**src/hw/rtl/rrld_pkg.sv**
```systemverilog
`timescale 1ns / 1ps

package rrld_pkg;

  // field widths
  localparam int unsigned GateCountW   = 11;
  localparam int unsigned RadialCountW = 10;
  localparam int unsigned StepW        = 12;
  localparam int unsigned AzW          = 16;
  localparam int unsigned RowW         = 9;
  localparam int unsigned GateW        = 11;
  localparam int unsigned GateIdxW     = 10;
  localparam int unsigned RunLeftW     = 17;
  localparam int unsigned CfgIdxW      = 2;
  localparam int unsigned CfgDataW     = 12;

  // product limits
  localparam int unsigned MaxGates   = 1024;
  localparam int unsigned MaxRadials = 512;

  // azimuth wrap in tenths of a degree
  localparam logic [AzW-1:0] AzWrap = 16'd3600;

  // gate position saturation
  localparam logic [GateW-1:0] GateSat = 11'd2047;

  // configuration register indexes
  localparam logic [CfgIdxW-1:0] CfgGateCount   = 2'd0;
  localparam logic [CfgIdxW-1:0] CfgRadialCount = 2'd1;
  localparam logic [CfgIdxW-1:0] CfgAzStep      = 2'd2;

  // configuration reset values
  localparam logic [GateCountW-1:0]   GateCountRst   = 11'd460;
  localparam logic [RadialCountW-1:0] RadialCountRst = 10'd360;
  localparam logic [StepW-1:0]        AzStepRst      = 12'd10;

  typedef enum logic [2:0] {
    PhIdle,
    PhNumHi,
    PhNumLo,
    PhAzHi,
    PhAzLo,
    PhDazHi,
    PhDazLo,
    PhRuns
  } phase_e;

  typedef enum logic [1:0] {
    StReady,
    StDiv,
    StEmit
  } state_e;

  typedef struct packed {
    logic [7:0] data_byte;
    logic       frame_start;
  } in_req_t;

  typedef struct packed {
    logic [RowW-1:0]     radial_index;
    logic [GateIdxW-1:0] gate_index;
    logic [3:0]          level_code;
    logic                overflow;
    logic                last;
  } out_req_t;

  typedef struct packed {
    logic             busy;
    logic             done;
    logic [AzW-1:0]   quot;
    logic [StepW-1:0] rem;
  } div_res_t;

endpackage

```
**src/hw/rtl/rrld_div.sv**
```systemverilog
`timescale 1ns / 1ps

module rrld_div import rrld_pkg::*; (
  input  logic             clk_i,
  input  logic             rst_ni,
  input  logic             start_i,
  input  logic [AzW-1:0]   dividend_i,
  input  logic [StepW-1:0] divisor_i,
  output div_res_t         res_o
);

  localparam int unsigned CntW = $clog2(AzW);

  logic             busy_q, busy_d;
  logic             done_q, done_d;
  logic [CntW-1:0]  cnt_q, cnt_d;
  logic [AzW-1:0]   quo_q, quo_d;
  logic [StepW-1:0] rem_q, rem_d;
  logic [StepW-1:0] div_q, div_d;
  logic [StepW:0]   rem_sh;
  logic [StepW:0]   diff;

  // one restoring step: shift in next dividend bit, trial subtract
  always_comb begin
    rem_sh = {rem_q, quo_q[AzW-1]};
    diff   = rem_sh - {1'b0, div_q};
    busy_d = busy_q;
    done_d = 1'b0;
    cnt_d  = cnt_q;
    quo_d  = quo_q;
    rem_d  = rem_q;
    div_d  = div_q;
    if (start_i) begin
      busy_d = 1'b1;
      cnt_d  = CntW'(AzW - 1);
      quo_d  = dividend_i;
      rem_d  = '0;
      div_d  = divisor_i;
    end else if (busy_q) begin
      if (rem_sh >= {1'b0, div_q}) begin
        rem_d = diff[StepW-1:0];
        quo_d = {quo_q[AzW-2:0], 1'b1};
      end else begin
        rem_d = rem_sh[StepW-1:0];
        quo_d = {quo_q[AzW-2:0], 1'b0};
      end
      cnt_d = cnt_q - 1'b1;
      if (cnt_q == '0) begin
        busy_d = 1'b0;
        done_d = 1'b1;
      end
    end
  end

  // control state
  always_ff @(posedge clk_i or negedge rst_ni) begin
    if (!rst_ni) begin
      busy_q <= 1'b0;
      done_q <= 1'b0;
      cnt_q  <= '0;
    end else begin
      busy_q <= busy_d;
      done_q <= done_d;
      cnt_q  <= cnt_d;
    end
  end

  // datapath
  always_ff @(posedge clk_i) begin
    quo_q <= quo_d;
    rem_q <= rem_d;
    div_q <= div_d;
  end

  assign res_o.busy = busy_q;
  assign res_o.done = done_q;
  assign res_o.quot = quo_q;
  assign res_o.rem  = rem_q;

endmodule

```
**src/hw/rtl/radial_run_length_decoder_core.sv**
```systemverilog
// header and delta azimuth bytes do not stall the input; the azimuth low byte stalls it while
// the 16-step radix-2 divider turns the azimuth into a row (no division when the step is zero).
// a run byte with a nonzero repeat count (up to 15) stalls the input while the emitter makes one gate
// write per cycle through the output register; a full output register holds the emitter.
// reset is asynchronous, active low: parser idle, counters zero, configuration registers at defaults.
`timescale 1ns / 1ps

module radial_run_length_decoder_core import rrld_pkg::*; (
  input  logic               clk_i,
  input  logic               rst_ni,
  input  logic               cfg_we_i,
  input  logic [CfgIdxW-1:0] cfg_idx_i,
  input  logic [CfgDataW-1:0] cfg_data_i,
  input  logic               in_valid_i,
  output logic               in_stall_o,
  input  in_req_t            in_req_i,
  output logic               out_valid_o,
  input  logic               out_stall_i,
  output out_req_t           out_req_o
);

  // configuration registers
  logic [GateCountW-1:0]   gate_count_q;
  logic [RadialCountW-1:0] radial_count_q;
  logic [StepW-1:0]        az_step_q;

  // parser and engine state
  state_e                  state_q, state_d;
  phase_e                  phase_q, phase_d;
  logic [7:0]              hold_q, hold_d;
  logic [RunLeftW-1:0]     run_left_q, run_left_d;
  logic [RowW-1:0]         row_q, row_d;
  logic [GateW-1:0]        next_gate_q, next_gate_d;
  logic [RadialCountW-1:0] rad_left_q, rad_left_d;
  logic [GateW-1:0]        emit_gate_q, emit_gate_d;
  logic [3:0]              reps_left_q, reps_left_d;
  logic [3:0]              level_q, level_d;
  logic                    out_valid_q, out_valid_d;
  out_req_t                out_req_q, out_req_d;

  // divider interface
  logic                    div_start;
  logic [AzW-1:0]          div_dividend;
  div_res_t                div_res;

  // derived limits
  logic [GateCountW-1:0]   gate_lim;
  logic [RadialCountW-1:0] rad_lim;
  logic [RadialCountW-1:0] top_row;

  // row rounding
  logic [StepW:0]          rem_x2;
  logic                    round_up;
  logic [AzW:0]            quot_r;
  logic [RowW-1:0]         row_calc;

  logic                    in_acc;

  assign in_acc     = in_valid_i && !in_stall_o;
  assign in_stall_o = (state_q != StReady);

  always_comb begin
    gate_lim = (int'(gate_count_q) > MaxGates) ? GateCountW'(MaxGates) : gate_count_q;
    rad_lim  = (int'(radial_count_q) > MaxRadials) ? RadialCountW'(MaxRadials)
                                                   : radial_count_q;
    top_row  = (rad_lim == '0) ? '0 : rad_lim - 1'b1;
  end

  // round half to even, then clamp to the last row
  always_comb begin
    rem_x2   = {div_res.rem, 1'b0};
    round_up = (rem_x2 > {1'b0, az_step_q}) ||
               ((rem_x2 == {1'b0, az_step_q}) && div_res.quot[0]);
    quot_r   = {1'b0, div_res.quot} + (AzW+1)'(round_up);
    if (quot_r > (AzW+1)'(top_row)) begin
      row_calc = top_row[RowW-1:0];
    end else begin
      row_calc = quot_r[RowW-1:0];
    end
  end

  rrld_div u_div (
    .clk_i      (clk_i),
    .rst_ni     (rst_ni),
    .start_i    (div_start),
    .dividend_i (div_dividend),
    .divisor_i  (az_step_q),
    .res_o      (div_res)
  );

  // sequencer: byte parsing, divider hand-off and gate emission
  always_comb begin
    phase_e                  ph;
    logic [RadialCountW-1:0] rl;
    logic [GateW-1:0]        ng;
    logic [RunLeftW-1:0]     rbl;
    logic [RunLeftW-1:0]     rbl_dec;
    logic [AzW-1:0]          az;
    logic [GateW:0]          gate_sum;
    logic [RadialCountW-1:0] rl_end;
    logic                    ovf;

    state_d      = state_q;
    phase_d      = phase_q;
    hold_d       = hold_q;
    run_left_d   = run_left_q;
    row_d        = row_q;
    next_gate_d  = next_gate_q;
    rad_left_d   = rad_left_q;
    emit_gate_d  = emit_gate_q;
    reps_left_d  = reps_left_q;
    level_d      = level_q;
    out_valid_d  = out_valid_q && out_stall_i;
    out_req_d    = out_req_q;
    div_start    = 1'b0;

    // frame start restarts the parser
    ph  = phase_q;
    rl  = rad_left_q;
    ng  = next_gate_q;
    rbl = run_left_q;
    if (in_req_i.frame_start) begin
      rl  = rad_lim;
      ng  = '0;
      rbl = '0;
      ph  = (rad_lim != '0) ? PhNumHi : PhIdle;
    end
    rbl_dec  = rbl - 1'b1;
    az       = {hold_q, in_req_i.data_byte};
    div_dividend = (az >= AzWrap) ? az - AzWrap : az;
    gate_sum = {1'b0, ng} + (GateW+1)'(in_req_i.data_byte[7:4]);
    rl_end   = (rl != '0) ? rl - 1'b1 : rl;
    ovf      = (emit_gate_q >= gate_lim);

    case (state_q)
      StReady: begin
        if (in_acc) begin
          rad_left_d  = rl;
          next_gate_d = ng;
          run_left_d  = rbl;
          phase_d     = ph;
          case (ph)
            PhIdle: begin
            end
            PhNumHi: begin
              hold_d  = in_req_i.data_byte;
              phase_d = PhNumLo;
            end
            PhNumLo: begin
              run_left_d = {hold_q, in_req_i.data_byte, 1'b0};
              phase_d    = PhAzHi;
            end
            PhAzHi: begin
              hold_d  = in_req_i.data_byte;
              phase_d = PhAzLo;
            end
            PhAzLo: begin
              phase_d = PhDazHi;
              if (az_step_q == '0) begin
                row_d = top_row[RowW-1:0];
              end else begin
                div_start = 1'b1;
                state_d   = StDiv;
              end
            end
            PhDazHi: begin
              phase_d = PhDazLo;
            end
            PhDazLo: begin
              next_gate_d = '0;
              if (rbl == '0) begin
                rad_left_d = rl_end;
                phase_d    = (rl_end == '0) ? PhIdle : PhNumHi;
              end else begin
                phase_d = PhRuns;
              end
            end
            PhRuns: begin
              emit_gate_d = ng;
              reps_left_d = in_req_i.data_byte[7:4];
              level_d     = in_req_i.data_byte[3:0];
              if (in_req_i.data_byte[7:4] != '0) begin
                state_d = StEmit;
              end
              run_left_d = rbl_dec;
              if (gate_sum > (GateW+1)'(GateSat)) begin
                next_gate_d = GateSat;
              end else begin
                next_gate_d = gate_sum[GateW-1:0];
              end
              if (rbl_dec == '0) begin
                next_gate_d = '0;
                rad_left_d  = rl_end;
                phase_d     = (rl_end == '0) ? PhIdle : PhNumHi;
              end
            end
            default: begin
            end
          endcase
        end
      end
      StDiv: begin
        if (div_res.done) begin
          row_d   = row_calc;
          state_d = StReady;
        end
      end
      StEmit: begin
        if (!out_valid_q || !out_stall_i) begin
          out_valid_d            = 1'b1;
          out_req_d.radial_index = row_q;
          out_req_d.gate_index   = ovf ? '0 : emit_gate_q[GateIdxW-1:0];
          out_req_d.level_code   = level_q;
          out_req_d.overflow     = ovf;
          out_req_d.last         = (reps_left_q == 4'd1);
          reps_left_d            = reps_left_q - 1'b1;
          if (emit_gate_q < GateSat) begin
            emit_gate_d = emit_gate_q + 1'b1;
          end
          if (reps_left_q == 4'd1) begin
            state_d = StReady;
          end
        end
      end
      default: begin
        state_d = StReady;
      end
    endcase
  end

  // configuration writes
  always_ff @(posedge clk_i or negedge rst_ni) begin
    if (!rst_ni) begin
      gate_count_q   <= GateCountRst;
      radial_count_q <= RadialCountRst;
      az_step_q      <= AzStepRst;
    end else if (cfg_we_i) begin
      case (cfg_idx_i)
        CfgGateCount:   gate_count_q   <= cfg_data_i[GateCountW-1:0];
        CfgRadialCount: radial_count_q <= cfg_data_i[RadialCountW-1:0];
        CfgAzStep:      az_step_q      <= cfg_data_i[StepW-1:0];
        default: begin
        end
      endcase
    end
  end

  // control state
  always_ff @(posedge clk_i or negedge rst_ni) begin
    if (!rst_ni) begin
      state_q     <= StReady;
      phase_q     <= PhIdle;
      hold_q      <= '0;
      run_left_q  <= '0;
      row_q       <= '0;
      next_gate_q <= '0;
      rad_left_q  <= '0;
      emit_gate_q <= '0;
      reps_left_q <= '0;
      out_valid_q <= 1'b0;
    end else begin
      state_q     <= state_d;
      phase_q     <= phase_d;
      hold_q      <= hold_d;
      run_left_q  <= run_left_d;
      row_q       <= row_d;
      next_gate_q <= next_gate_d;
      rad_left_q  <= rad_left_d;
      emit_gate_q <= emit_gate_d;
      reps_left_q <= reps_left_d;
      out_valid_q <= out_valid_d;
    end
  end

  // payload registers
  always_ff @(posedge clk_i) begin
    level_q   <= level_d;
    out_req_q <= out_req_d;
  end

  assign out_valid_o = out_valid_q;
  assign out_req_o   = out_req_q;

  // a new gate write only comes from the emitter
  assert property (@(posedge clk_i) disable iff (!rst_ni)
    $rose(out_valid_o) |-> $past(state_q == StEmit))
    else $error("output request appeared outside emission");

  // the emitter never runs with no repeats left
  assert property (@(posedge clk_i) disable iff (!rst_ni)
    state_q == StEmit |-> reps_left_q != '0)
    else $error("emission with zero repeats left");

  // dropped gates carry gate index zero
  assert property (@(posedge clk_i) disable iff (!rst_ni)
    out_valid_o && out_req_o.overflow |-> out_req_o.gate_index == '0)
    else $error("overflow request with nonzero gate index");

  // the divider finishes only while the sequencer waits for it
  assert property (@(posedge clk_i) disable iff (!rst_ni)
    div_res.done |-> state_q == StDiv)
    else $error("divider result with no division pending");

endmodule
```
**config.mk**
```make
export PLATFORM = sky130hd
export DESIGN_NAME = radial_run_length_decoder_core
export DESIGN_NICKNAME = d
export VERILOG_FILES = /design/src/hw/rtl/rrld_pkg.sv /design/src/hw/rtl/rrld_div.sv /design/src/hw/rtl/radial_run_length_decoder_core.sv
export SDC_FILE = /design/constraint.sdc
export NUM_CORES = 1
export LEC_CHECK = 0
export BUFFER_PORTS_ARGS = -buffer_cell sky130_fd_sc_hd__buf_2
export CAP_MARGIN = 10
export CORE_UTILIZATION = 50
export CTS_CLUSTER_DIAMETER = 120
export DETAILED_ROUTE_END_ITERATION = 16
export PLACE_DENSITY = 0.65
export RECOVER_POWER = 100
export SYNTH_ARGS = -nofsm -noshare
export SYNTH_HDL_FRONTEND = slang
export SYNTH_SLANG_ARGS = --single-unit
```
**constraint.sdc**
```tcl
create_clock -name clk_i -period 5.05 [get_ports clk_i]
set_input_delay 0.2525 -clock clk_i [delete_from_list [all_inputs] [get_ports clk_i]]
set_output_delay 0.2525 -clock clk_i [all_outputs]
set_load 0.05 [all_outputs]
```
### Word level (Yosys, flattened, before mapping)

Index checks and enable logic that the tools add are counted.

* multipliers: 0
* shift-type cells: 0
* reductions and logical operators: 35
* equality and inequality tests: 24
* bitwise gates (word level): 0
* multiplexer cells: 62
* div/mod/pow operators: 0
* order comparisons: 9
* add/sub/neg operators: 10

Operators by type and width (number)
* 11-bit two-way mux: 8
* 10-bit two-way mux: 6
* 16-bit two-way mux: 3
* 9-bit two-way mux: 5
* 11-bit one-hot mux with 2 select lines: 2
* 17-bit zero test: 2
* 17-bit one-hot mux with 2 select lines: 1
* 3-bit one-hot mux with 7 select lines: 1
* 10-bit zero test: 2
* 4-bit two-way mux: 5
* 10-bit one-hot mux with 2 select lines: 1
* 10-bit nonzero test: 2
* 10-bit by 1-bit subtractor with 10-bit output, second input constant: 2
* 9-bit one-hot mux with 2 select lines: 1
* 16-bit by 1-bit adder with 17-bit output: 1
* 17-bit by 10-bit greater-than comparator with 1-bit output: 1
* 17-bit two-way mux: 1
* 17-bit by 1-bit subtractor with 17-bit output, second input constant: 1
* 16-bit by 12-bit greater-or-equal comparator with 1-bit output, second input constant: 1
* 16-bit by 12-bit subtractor with 16-bit output, second input constant: 1
* 1-bit two-way mux: 15
* 13-bit by 12-bit == test with 1-bit output: 1
* 13-bit by 12-bit greater-or-equal comparator with 1-bit output: 1
* 13-bit by 12-bit greater-than comparator with 1-bit output: 1
* other kinds (39): 75

* memory bits (writable): 0
* output and inout bits: 27
* memories: 0
* input port bits: 28
* memory bits (read-only): 0
* logic and storage cells: 165
* bits in latches: 0
* flip-flop bits (word level): 184

### Depth between registers and ports, before layout

* depth in word-level cells: 10
* gate-level depth with buffers: 23
* depth with buffers taken out: 22

### Hierarchy

A second synthesis with hierarchy kept.

* cell total of the unflattened synthesis: 1201
* area, all modules: 11332.1 µm²

By module, submodules not included
* radial_run_length_decoder_core: instances 1, area each 8841.0 µm², sequential area each 3612.2 µm², cells each 967
* rrld_div: instances 1, area each 2491.1 µm², sequential area each 1231.2 µm², cells each 234

### Worst setup path before layout

Ideal clock, no wire load.

* path type: register to register
* start: register az_step_q[1]
* end: register row_q[3]
* library setup time: 0.146 ns
* clock period less this slack: 4.552 ns
* stages on the path, launching flop included: 23
* data required time: 4.904 ns
* buffers on the path: 1
* arrival: 4.406 ns
* path slack: 0.498 ns
* path through: dfstp_2 inv_1 ha_1 a21o_1 a21o_1 a211oi_1 o21ai_0 a21o_1 a21o_1 a21oi_1 o21ai_0 ha_1 ha_1 nand3_1 nor2_1 and3_1 xor2_1 ha_1 nand3_1 o32ai_1 o311ai_1 clkbuf_1 o221ai_1

* cells in the longest elaborated chain, start to end: 8
* elaborated cells on any way between the ends: 12
* classes of those cells: add/sub (1); order compare (2); eq/ne (2); mux (3); reduce/logical (4)

Ends and longest elaborated chain
* start, declared: RTL line radial_run_length_decoder_core.sv:25 `logic [StepW-1:0] az_step_q;`
* start signal, assigned: RTL line radial_run_length_decoder_core.sv:236 `az_step_q <= AzStepRst;`
* start signal, assigned: RTL line radial_run_length_decoder_core.sv:241 `CfgAzStep: az_step_q <= cfg_data_i[StepW-1:0];`
* parallel branches: the longest is 8 deep, another holds 16-bit by 1-bit adder with 17-bit output
* end signal, assigned: RTL line radial_run_length_decoder_core.sv:266 `row_q <= row_d;`
* end, declared: RTL line radial_run_length_decoder_core.sv:32 `logic [RowW-1:0] row_q, row_d;`

Parallel ways; which one is timed is not known. The select of a mux whose other input is x is not followed.
A chain may end at the register's enable or synchronous reset.

### Worst setup path after layout

* start: register az_step_q[2]
* end: register row_q[2]

Same word-level chain as after synthesis.

==> metrics <==
slew margin rel.=-1.257; Total Wirelength=approximately 28 mm; Tcrit/Tclk final=0.9526; Pwr Total=~6.3 mW; number of flops mapped to enable cells by yosys=57; Max Slew Vio Count=94; placer congestion estimate=0.8813; multiplexer share of the synthesized area=0.05464; Compound-Gate Fraction of Synth Area=0.1739; post-DR vias/cell=around 5.9; total track usage=0.2533; die area=around 0.023 sq mm; CTS tree=yes; Syn Inst Count=around 1,200; Initial Util=0.5120; failing checks=DRC, capacitance limit, slew limit; post-CTS setup buffers=0; vias=approximately 9,100; root buffer cell=clkbuf_16; largest cells by area after synthesis=dfrtp_1 (23%), edfxtp_1 (15%), ha_1 (6.7%); CP Class=reg -> reg; total gr overflow=0; Final Instance Count excl. Fillers=between 1,500 and 2,000; FFs w/ async S/R, synth=0.6250; Fillers=approximately 2,000; XOR/XNOR Fraction of Synth Area=0.03661; Arr. time, crit path=between 5 and 6 ns; IO Port Bufs=54; most frequent cells in the layout=nand2_1 (125), dfrtp_1 (104), a21oi_1 (95); DP Area=between 0.01 and 0.015 sq mm; WP data required=5.39 ns; I/O pin count=55; Die Span X=152.0 um; post-detail-place hpwl=about 20 mm; post-route cell area=roughly 0.012 sq mm; crit end category=flip-flop; Antenna diodes=0; Setup-failing EPs final=0; power per cell area=between 500 and 600 mW/mm^2; DIE HEIGHT=152.0 um; Hold Crit Class=in -> reg; Avg Cell Area, Syn=a little over 9 sq um; post-synth top area share=0.2315; Num CTS Buffers=17; Synth Area in Adders=0.07033; Slew @ Worst Pin=between 3 and 4 ns; ys flop type=dfrtp_1; status=finished with violations; Worst setup SP type=flip-flop; final hold viol count=0; slack of the critical path=about 0.24 ns; First DRT Iteration DRCs=640; clk_lat worst skew=0.44 ns; cell taking the most area after synthesis=dfrtp_1; layout cells sized above 1=0.1046; most common cell after layout, fill and taps aside=nand2_1; dpl ws=0.2373 ns; Synth Area in Simple Gates=0.1910; synthesized cell area=around 0.011 sq mm; Final min period=4.811 ns; warnings from Yosys=0; Worst Hold Depth=2; CTS sink cnt=approximately 180; sequential share of the synthesized area=0.4308; Synthesized Nets=about 1,300; row count=54; sw frac=0.4123; # H-tree levels=4; R2R depth=23; antenna violations before repair=0; DR pass1 iterations=11; Max clock buf depth=2; synthesis-stage register bit count=~180; Psw=around 2.6 mW; Area Overhead vs Synth=9.481%; worst vdd ir=between 0.2 and 0.3 mV; Leak=5.088 nW; number of global-route vias before repair=around 8,800; MaxCap Viol Count=4; largest net degree at the start of global routing=61; largest family of logic cells by synthesized area=simple AND/OR/NAND/NOR gates; Netlist cell types=76; first-pass GRT wire length=around 47 mm; worst-path fanout max=4; nets=~1,300; Layout Utilization=0.5606; WL/cell=around 18 um; clock share of power=0.213; skew final=0.01069 ns; internal power=around 3.7 mW; placed cells=roughly 1,500; Gate power share=0.401; antenna violation net count after detailed routing=0; FMAX=between 200 and 250 MHz; core area=~0.022 sq mm; Seq pwr share=0.386; residual DRC count=8; CTS clock-pin slew for the worst setup and hold paths=~0.080 ns
## per-stage QoR
stage	hold WS (ns)	TNS [ns]
after floorplan	-0.04309	0
after global placement	0.3868	0
after detailed placement	0.3800	0
after CTS	0.02574	0
after global routing	0.04054	-0.001458
final	0.04328	0
## cell type report
cell class	instances	area, sq um	share of cell area
multi-input cells	905	5926	0.4814
flip-flops and latches	184	4843	0.3935
clock buffers	18	439.2	0.03568
repair buffers	75	351.6	0.02856
well taps	280	350.3	0.02846
inverters	66	247.7	0.02013
clock inverters	14	151.4	0.01230
## sequential cells by signal, summed over array words and instances, names as in the netlist, 8 cells and up
register / flops
out_req_o: 25
run_left_q: 17
u_div.quo_q: 16
az_step_q: 12
u_div.div_q: 12
u_div.rem_q: 12
emit_gate_q: 11
gate_count_q: 11
next_gate_q: 11
rad_left_q: 10
radial_count_q: 10
row_q: 9
hold_q: 8
## metal layers
metal,track usage,wire (um),vias to the layer above,part of all wire
li1,-,-,4463,-
met3,0.04478,1144,35,0.041
met5,0,0,-,0
met1,0.3470,13150,4402,0.47
met4,0.09427,739,0,0.026
met2,0.4023,13170,208,0.47
## cell families after synthesis
kind of cell / Yosys count
and+or+nand+nor: 426
AOI/OAI and AO/OA: 314
DFF: 184
buffers and inverters: 126
adders and majority gates: 62
muxes: 56
xor gates and xnor gates: 47
## critical path: stages (launching register included)
cell and delay (ns):
dfrtp_1 0.39, inv_1 0.06, ha_1 0.31, a21o_1 0.19, a21o_1 0.20, a211oi_2 0.23
o21ai_1 0.10, a21o_1 0.18, a21o_1 0.16, a21oi_1 0.12, o21ai_0 0.12, ha_2 0.23
ha_1 0.21, nand3_1 0.11, nor2_1 0.08, and3_1 0.21, xor2_2 0.15, ha_1 0.32
a211o_1 0.29, nor3_1 0.22, o311ai_2 0.14, buf_4 0.19, or2_2 0.26, a31o_2 0.24
## worst paths after layout
| path | to | slack, ns | start |
|---|---|---|---|
| min in group asynchronous | row_q[8] | 1.48 | rst_ni |
| worst max-delay path | row_q[2] | 0.24 | az_step_q[2] |
| worst min-delay path | az_step_q[11] | 0.04 | cfg_data_i[11] |
| max in group asynchronous | emit_gate_q[1] | 1.41 | rst_ni |
| worst max register to register | row_q[2] | 0.24 | az_step_q[2] |
| worst min register to register | out_req_o[5] | 0.43 | level_q[3] |
## Yosys cell counts (4+ instances only)
cell type,instances
o22ai_1,9
clkbuf_1,54
nand4_1,17
o2111ai_1,4
or2_2,5
nand2_1,125
a21oi_1,95
dfrtp_1,104
nand3b_1,15
xnor2_1,33
a21o_1,18
o21ai_0,93
xor2_1,14
nand3_1,35
inv_1,66
nor3b_1,5
o221ai_1,6
nor4b_1,5
mux2_2,43
nor3_1,25
and3_1,11
a22o_1,4
and2_1,14
nor4_1,10
ha_1,60
nand2b_1,14
nor2_1,92
a22oi_1,6
a41oi_1,5
a31oi_1,8
dfstp_2,11
dfxtp_1,12
a221oi_1,5
nor2b_1,29
a211o_1,6
a211oi_1,4
edfxtp_1,57
or3_1,8
o31ai_1,5
mux2i_1,13
o21bai_1,8
o211ai_1,5
## what timing repair did
item	in CTS	in global routing
endpoints found under the setup margin	0	1
gates resized for setup	0	4
hold buffers	1	0
endpoints found under the hold margin	55	0
## power by group through the flow
stage               logic [mW]  clock network [mW]  registers, mW
global placement          2.49                   0           2.45
global route              2.87                1.41           2.50
finish                    2.53                1.34           2.44
CTS                       2.55                1.36           2.43
floorplan                 2.01                   0           2.33
detailed placement        2.54                   0           2.46
(Power assumes the default switching activity.)
